**config.mk**
```make
export PLATFORM = sky130hd
export DESIGN_NAME = avitp_cell
export DESIGN_NICKNAME = d
export VERILOG_FILES = /design/src/rtl/available_item_table_picker_core_defines.svh /design/src/rtl/avitp_pkg.sv /design/src/rtl/avitp_cell.sv
export SDC_FILE = /design/constraint.sdc
export NUM_CORES = 1
export LEC_CHECK = 0
export BUFFER_PORTS_ARGS = -buffer_cell sky130_fd_sc_hd__buf_4
export CORE_MARGIN = 8
export CORE_UTILIZATION = 40
export DETAILED_ROUTE_END_ITERATION = 16
export HOLD_SLACK_MARGIN = 0.03
export PLACE_DENSITY = 0.85
export SYNTH_ARGS = -nofsm -noshare
export SYNTH_HDL_FRONTEND = slang
export SYNTH_SLANG_ARGS = --single-unit
```
**constraint.sdc**
```tcl
create_clock -name i_clk -period 3 [get_ports i_clk]
set_input_delay 0.15 -clock i_clk [delete_from_list [all_inputs] [get_ports i_clk]]
set_output_delay 0.15 -clock i_clk [all_outputs]
set_load 0.05 [all_outputs]
```
**src/rtl/available_item_table_picker_core_defines.svh**
```systemverilog
// Assertion macros for the available item table picker.
// Used by the top level only; no other dependencies.
`ifndef AVAILABLE_ITEM_TABLE_PICKER_CORE_DEFINES_SVH
`define AVAILABLE_ITEM_TABLE_PICKER_CORE_DEFINES_SVH
`ifndef ASSERT_OFF
`define AVITP_ASSERT_ALWAYS(lbl, expr) \
    lbl: assert property (@(posedge i_clk) disable iff (!i_rst_n) (expr)) \
        else $error("assertion failed");
`define AVITP_ASSERT_NEXT(lbl, ante, cons) \
    lbl: assert property (@(posedge i_clk) disable iff (!i_rst_n) (ante) |=> (cons)) \
        else $error("assertion failed");
`else
`define AVITP_ASSERT_ALWAYS(lbl, expr)
`define AVITP_ASSERT_NEXT(lbl, ante, cons)
`endif
`endif

```
**src/rtl/avitp_pkg.sv**
```systemverilog
// Shared types and constants of the available item table picker.
// No dependencies.
`default_nettype none
package avitp_pkg;
    localparam int TABLE_DEPTH = 512;
    localparam int IDX_W       = $clog2(TABLE_DEPTH);
    localparam int CNT_W       = $clog2(TABLE_DEPTH + 1);
    localparam int NAME_W      = 20;
    localparam int REF_W       = 24;
    localparam int FRAC_W      = 16;
    localparam int REFS_W      = 32;
    localparam int SUM_W       = REF_W + CNT_W;

    localparam logic [2:0] OP_APPEND   = 3'd0;
    localparam logic [2:0] OP_DEC      = 3'd1;
    localparam logic [2:0] OP_QUERY    = 3'd2;
    localparam logic [2:0] OP_DELETE   = 3'd3;
    localparam logic [2:0] OP_TOGGLE   = 3'd4;
    localparam logic [2:0] OP_UNIFORM  = 3'd5;
    localparam logic [2:0] OP_WEIGHTED = 3'd6;
    localparam logic [2:0] OP_UNUSED   = 3'd7;

    localparam logic [1:0] ST_OK        = 2'd0;
    localparam logic [1:0] ST_NOT_FOUND = 2'd1;
    localparam logic [1:0] ST_FULL      = 2'd2;
    localparam logic [1:0] ST_NO_PICK   = 2'd3;

    typedef struct packed {
        logic [2:0]        op;
        logic [NAME_W-1:0] item_name;
        logic [REF_W-1:0]  ref_count;
        logic [FRAC_W-1:0] random_fraction;
        logic [REFS_W-1:0] refs_remaining;
    } t_req;

    typedef struct packed {
        logic [1:0]        status;
        logic [NAME_W-1:0] picked_name;
        logic [REF_W-1:0]  count_out;
    } t_rsp;

    typedef struct packed {
        logic [NAME_W-1:0] name;
        logic [REF_W-1:0]  count;
        logic              in_stack;
    } t_entry;

    typedef struct packed {
        logic             rotate;
        logic             append;
        logic             compact;
        logic [CNT_W-1:0] live;
        logic [IDX_W-1:0] pos;
    } t_cell_ctl;
endpackage
`default_nettype wire

```
**src/rtl/avitp_cell.sv**
```systemverilog
// One table slot of the picker: holds an entry, loads from its right neighbor or, on append, the new entry.
// Depends on avitp_pkg.
`default_nettype none
module avitp_cell
    import avitp_pkg::*;
(
    input  wire logic      i_clk,
    input  wire logic [IDX_W-1:0] i_idx,
    input  wire t_cell_ctl i_ctl,
    input  wire t_entry    i_right,
    input  wire t_entry    i_wr,
    output t_entry         o_entry
);
    t_entry r_entry;

    always_ff @(posedge i_clk) begin
        if (i_ctl.rotate) begin
            r_entry <= i_right;
        end else if (i_ctl.append && ({1'b0, i_idx} == i_ctl.live)) begin
            r_entry <= i_wr;
        end else if (i_ctl.compact && (i_idx >= i_ctl.pos)) begin
            r_entry <= i_right;
        end
    end

    assign o_entry = r_entry;
endmodule
`default_nettype wire

```
Yosys cells after proc, flatten, opt, wreduce, memory -nomap -nowiden
Index checks and enable logic that the tools add are counted.
{"block": "op_classes", "order_cmp": 1, "eq_ne": 1, "muxes": 3, "reduce_logical": 3}
{"op": "2-to-1 mux 45 bit", "count": 3}
{"op": "equality test 9 x 10 -> 1 bit", "count": 1}
{"op": ">= comparator 9 bit", "count": 1}
{"op": "nonzero test 3 bit", "count": 1}
{"op": "logical AND 1 bit", "count": 2}
{"block": "totals", "ff_bits": 45, "input_bits": 122, "output_inout_bits": 45, "elab_cells": 11}

Logic depth before layout (Yosys ltp)
{"block": "logic_depth", "ltp_word": 5, "ltp_mapped": 6, "depth_no_buf": 6}

Least setup slack after synthesis
OpenSTA, ideal clock, no wires.
{"block": "synth_timing", "kind": "input -> register", "start": "input port i_ctl[4] (netlist name)", "end": "register r_entry (netlist bit o_entry[0]) (enable)", "setup_ps": 451, "arrival_ps": 1800, "t_required_ps": 2549, "setup_slack_ps": 749, "path_stages": 6, "path_buffers": 0, "cell_sequence": "inv_1 ha_1 a21oi_1 o221ai_1 a221o_1 a211o_1"}
{"block": "synth_via", "elab_chain_cells": 3}
{"element": "start, declared", "line_no": "avitp_cell.sv:9", "rtl": "input wire t_cell_ctl i_ctl,"}
{"element": ">= comparator 9 bit", "line_no": "avitp_cell.sv:21", "rtl": "end else if (i_ctl.compact && (i_idx >= i_ctl.pos)) begin"}
{"element": "logical AND 1 bit", "line_no": "avitp_cell.sv:21"}
{"element": "nonzero test 3 bit (no line)"}
{"element": "end signal, assigned", "line_no": "avitp_cell.sv:18", "rtl": "r_entry <= i_right;"}
{"element": "end signal, assigned", "line_no": "avitp_cell.sv:20", "rtl": "r_entry <= i_wr;"}
{"element": "end signal, assigned", "line_no": "avitp_cell.sv:22", "rtl": "r_entry <= i_right;"}
{"element": "end, declared", "line_no": "avitp_cell.sv:14", "rtl": "t_entry r_entry;"}
No other way between the ends.
A chain may end at the register's enable or synchronous reset.

Worst setup path after layout
{"block": "layout_timing", "start": "input port i_idx[4]", "end": "register r_entry (netlist bit o_entry[18]) (enable)"}
{"block": "layout_via", "elab_chain_cells": 3, "word_cells_on_any_way": 5, "classes_between": "order compare: 1; eq/ne: 1; reduce/logical: 3"}
{"element": "start, declared", "line_no": "avitp_cell.sv:8", "rtl": "input wire logic [IDX_W-1:0] i_idx,"}
{"element": ">= comparator 9 bit or equality test 9 x 10 -> 1 bit (tied branches)", "line_no": "avitp_cell.sv:21, avitp_cell.sv:19"}
{"element": "logical AND 1 bit (on tied branches)", "line_no": "avitp_cell.sv:21, avitp_cell.sv:19"}
{"element": "nonzero test 3 bit (no line) (*)"}
Mark *: on every way between the ends. The rest lies on a longest branch, timed or not.

==> impl_metrics.yaml <==
pwr:
  p_per_area_nw_per_um2: 493.8
  p_leak_nw: 1.645
  ir_drop_v: 0.0002219
place:
  dp_cells: 376
  hpwlAfterDp_um: 5567
  gp_congestion: 0.7525
  port_buffers: 166
setup_path:
  critical_path_class: "in2reg"
  setup.worst_path.start_class: "input pin"
  path_buf_inv: 1
  endpoint_kind: "flip-flop"
  cp.arrival_ns: 1.93
  path_delay_family: "compound AO/OA/AOI/OAI gates"
  cp.required_ns: 2.91
  cp-startpoint: "i_idx[4]"
  worstPathCellList: "buf_4, ha_1, a21oi_1, o221ai_1, a221o_1, a211o_2"
  crit_fanout: 45
  crit_path_top_delay_cell: "a211o_2"
  max_stage_delay_ns: 0.69
floorplanning:
  num_rows: 27
  die_x_um: 91.06
  initial_core_util_pct: 41.18
  core_area_sq_um: 5473
  dieHeight_um: 91.06
  boundaryPins: 167
  die_area_sq_um: 8291
clock_tree:
  cts_tree: "built"
  clockRootBuffer: "clkbuf_8"
  cts_setup_buffers: 0
  cts_hold_buf: 0
  clock-sinks: 45
  cts_max_level: 2
  post_cts_resized: 0
  clockBufferDepth: 2
  cts_buffers: 5
  clk_pin_slew_ns: 0.08
sta:
  relSlewSlack_pct: 38.35
  min_period_ns: 2.021
  post-route-period-util_pct: 67.36
  finalSetupTns_ns: 0
  setup_viol_count_final: 0
  tightestPinTransition_ns: 0.9247
  fmax_mhz: 494.9
  fin_hold_ws_ns: 0.1457
  drv_slew: 0
  rsz0062_at_grt: "false"
  timing.final.hold_violations: 0
global_route:
  gr-total-overflow: 0
  grt_pass1_wl_um: 10010
  grt_max_degree: 46
  antenna_found_initial: 0
  track_usage_pct: 15.21
  grt_pass1_vias: 2025
cells_and_area:
  final_common_cell: "buf_4"
  n_antenna_cell: 0
  layout-drive-gt1-share_pct: 70.19
  largest_reg_flops: 45
  fillers: 428
  layout_common_cells: "buf_4 (168), edfxtp_1 (45), mux2_2 (42)"
  seq_area_sq_um: 1351
  syn2layout_area_growth_pct: 62.91
  final_cells: 384
  multi_input_area_sq_um: 817.0
  num-nets-final: 442
route:
  drcViolationCount: 0
  drtIter0Drc: 63
  drtPass1Iterations: 3
  detail_route.wl_per_cell_um: 17.09
  ant_nets: 0
  drt_wl_total_um: 6564
  routed_via_density: 4.656
  vias: 1788
synthesis:
  synth_area_sq_um: 2253
  synth_area_per_cell_sq_um: 16.10
  synth-seq-cells: 45
  yosys_warnings: 0
  yosys.cell_types.count: 20
  syn_nets: 271
  synth_cells: 140
  netlist.area_leader.share_pct: 59.97
  synth_area_leaders: "edfxtp_1 (60%), mux2_2 (21%), ha_1 (5.0%), xnor2_1 (3.5%), buf_6 (2.0%)"
  synth_top_cell_by_area: "edfxtp_1"
  ys_seq_area_share_pct: 59.97
run:
  max-cap-violations: 0
min_path:
  worstHoldStart: "i_right[8]"
  min_path_type: "in2reg"
outcome:
  status: "completed"
kinds of logic after synthesis:
logic type               count (synthesis)  synth area share [%]
multiplexers                            45                 22.49
AO/OA/AOI/OAI                            7                 2.110
flip-flops                              45                 59.97
adder cells (fa/ha/maj)                  9                 4.997
AND/OR/NAND/NOR                         10                 3.109
XOR/XNOR                                 9                 3.498
buffers and inverters                   15                 3.831
routing by layer:
metal  routed length [um]  track usage (%)
met5                    0                0
met4                  115            4.775
met3                  626            6.255
met2                 3528            28.78
met1                 2293            14.52
synthesized netlist by cell type:
| master | n |
|---|---|
| xnor2_1 | 9 |
| o21ai_0 | 1 |
| a21oi_1 | 3 |
| a221o_1 | 1 |
| nor2_1 | 1 |
| inv_1 | 11 |
| nand3_1 | 2 |
| nor3_1 | 1 |
| a211o_1 | 1 |
| o221ai_1 | 1 |
| nand2_1 | 1 |
| mux2_2 | 42 |
| edfxtp_1 | 45 |
| mux2_1 | 3 |
| nand3b_1 | 1 |
| ha_1 | 9 |
| buf_6 | 4 |
| nor2b_1 | 1 |
| nor4_4 | 1 |
| nand4_1 | 2 |
power breakdown:
part	switching [mW]	internal, mW	total, mW
clock	0.190	0.245	0.435
combinational	0.357	0.230	0.586
sequential	0.0172	0.774	0.791
worst paths after layout:
| path | to | slack, ns | depth (start not counted) |
|---|---|---|---|
| worst min-delay path | o_entry[8] | 0.15 | 2 |
| worst max-delay path | o_entry[18] | 0.98 | 6 |
through the flow:
| step | setup slack (ns) | util (%) | power (mW) | area [sq um] |
|---|---|---|---|---|
| final | 0.9793 | 67.08 | 1.813 | 3671 |
| after global routing | 0.8972 | 67.08 | 1.882 | 3671 |
| after CTS | 0.9575 | 67.08 | 1.838 | 3671 |
| after detailed placement | 0.6511 | 65.07 | 1.400 | 3561 |
| after global placement | 0.7078 | 65.07 | 1.390 | 3561 |
| after floorplan | 0.7485 | - | 1.140 | 2253 |
area by class of cell:
class / count / share of cell area (%)
flip-flops and latches: 45 / 36.81
well taps: 72 / 2.454
inverters: 11 / 1.125
clock inverters: 3 / 1.125
clock buffers: 5 / 1.875
repair buffers: 168 / 34.36
multi-input cells: 80 / 22.26
Note: power is estimated with default switching activity, not from simulation.
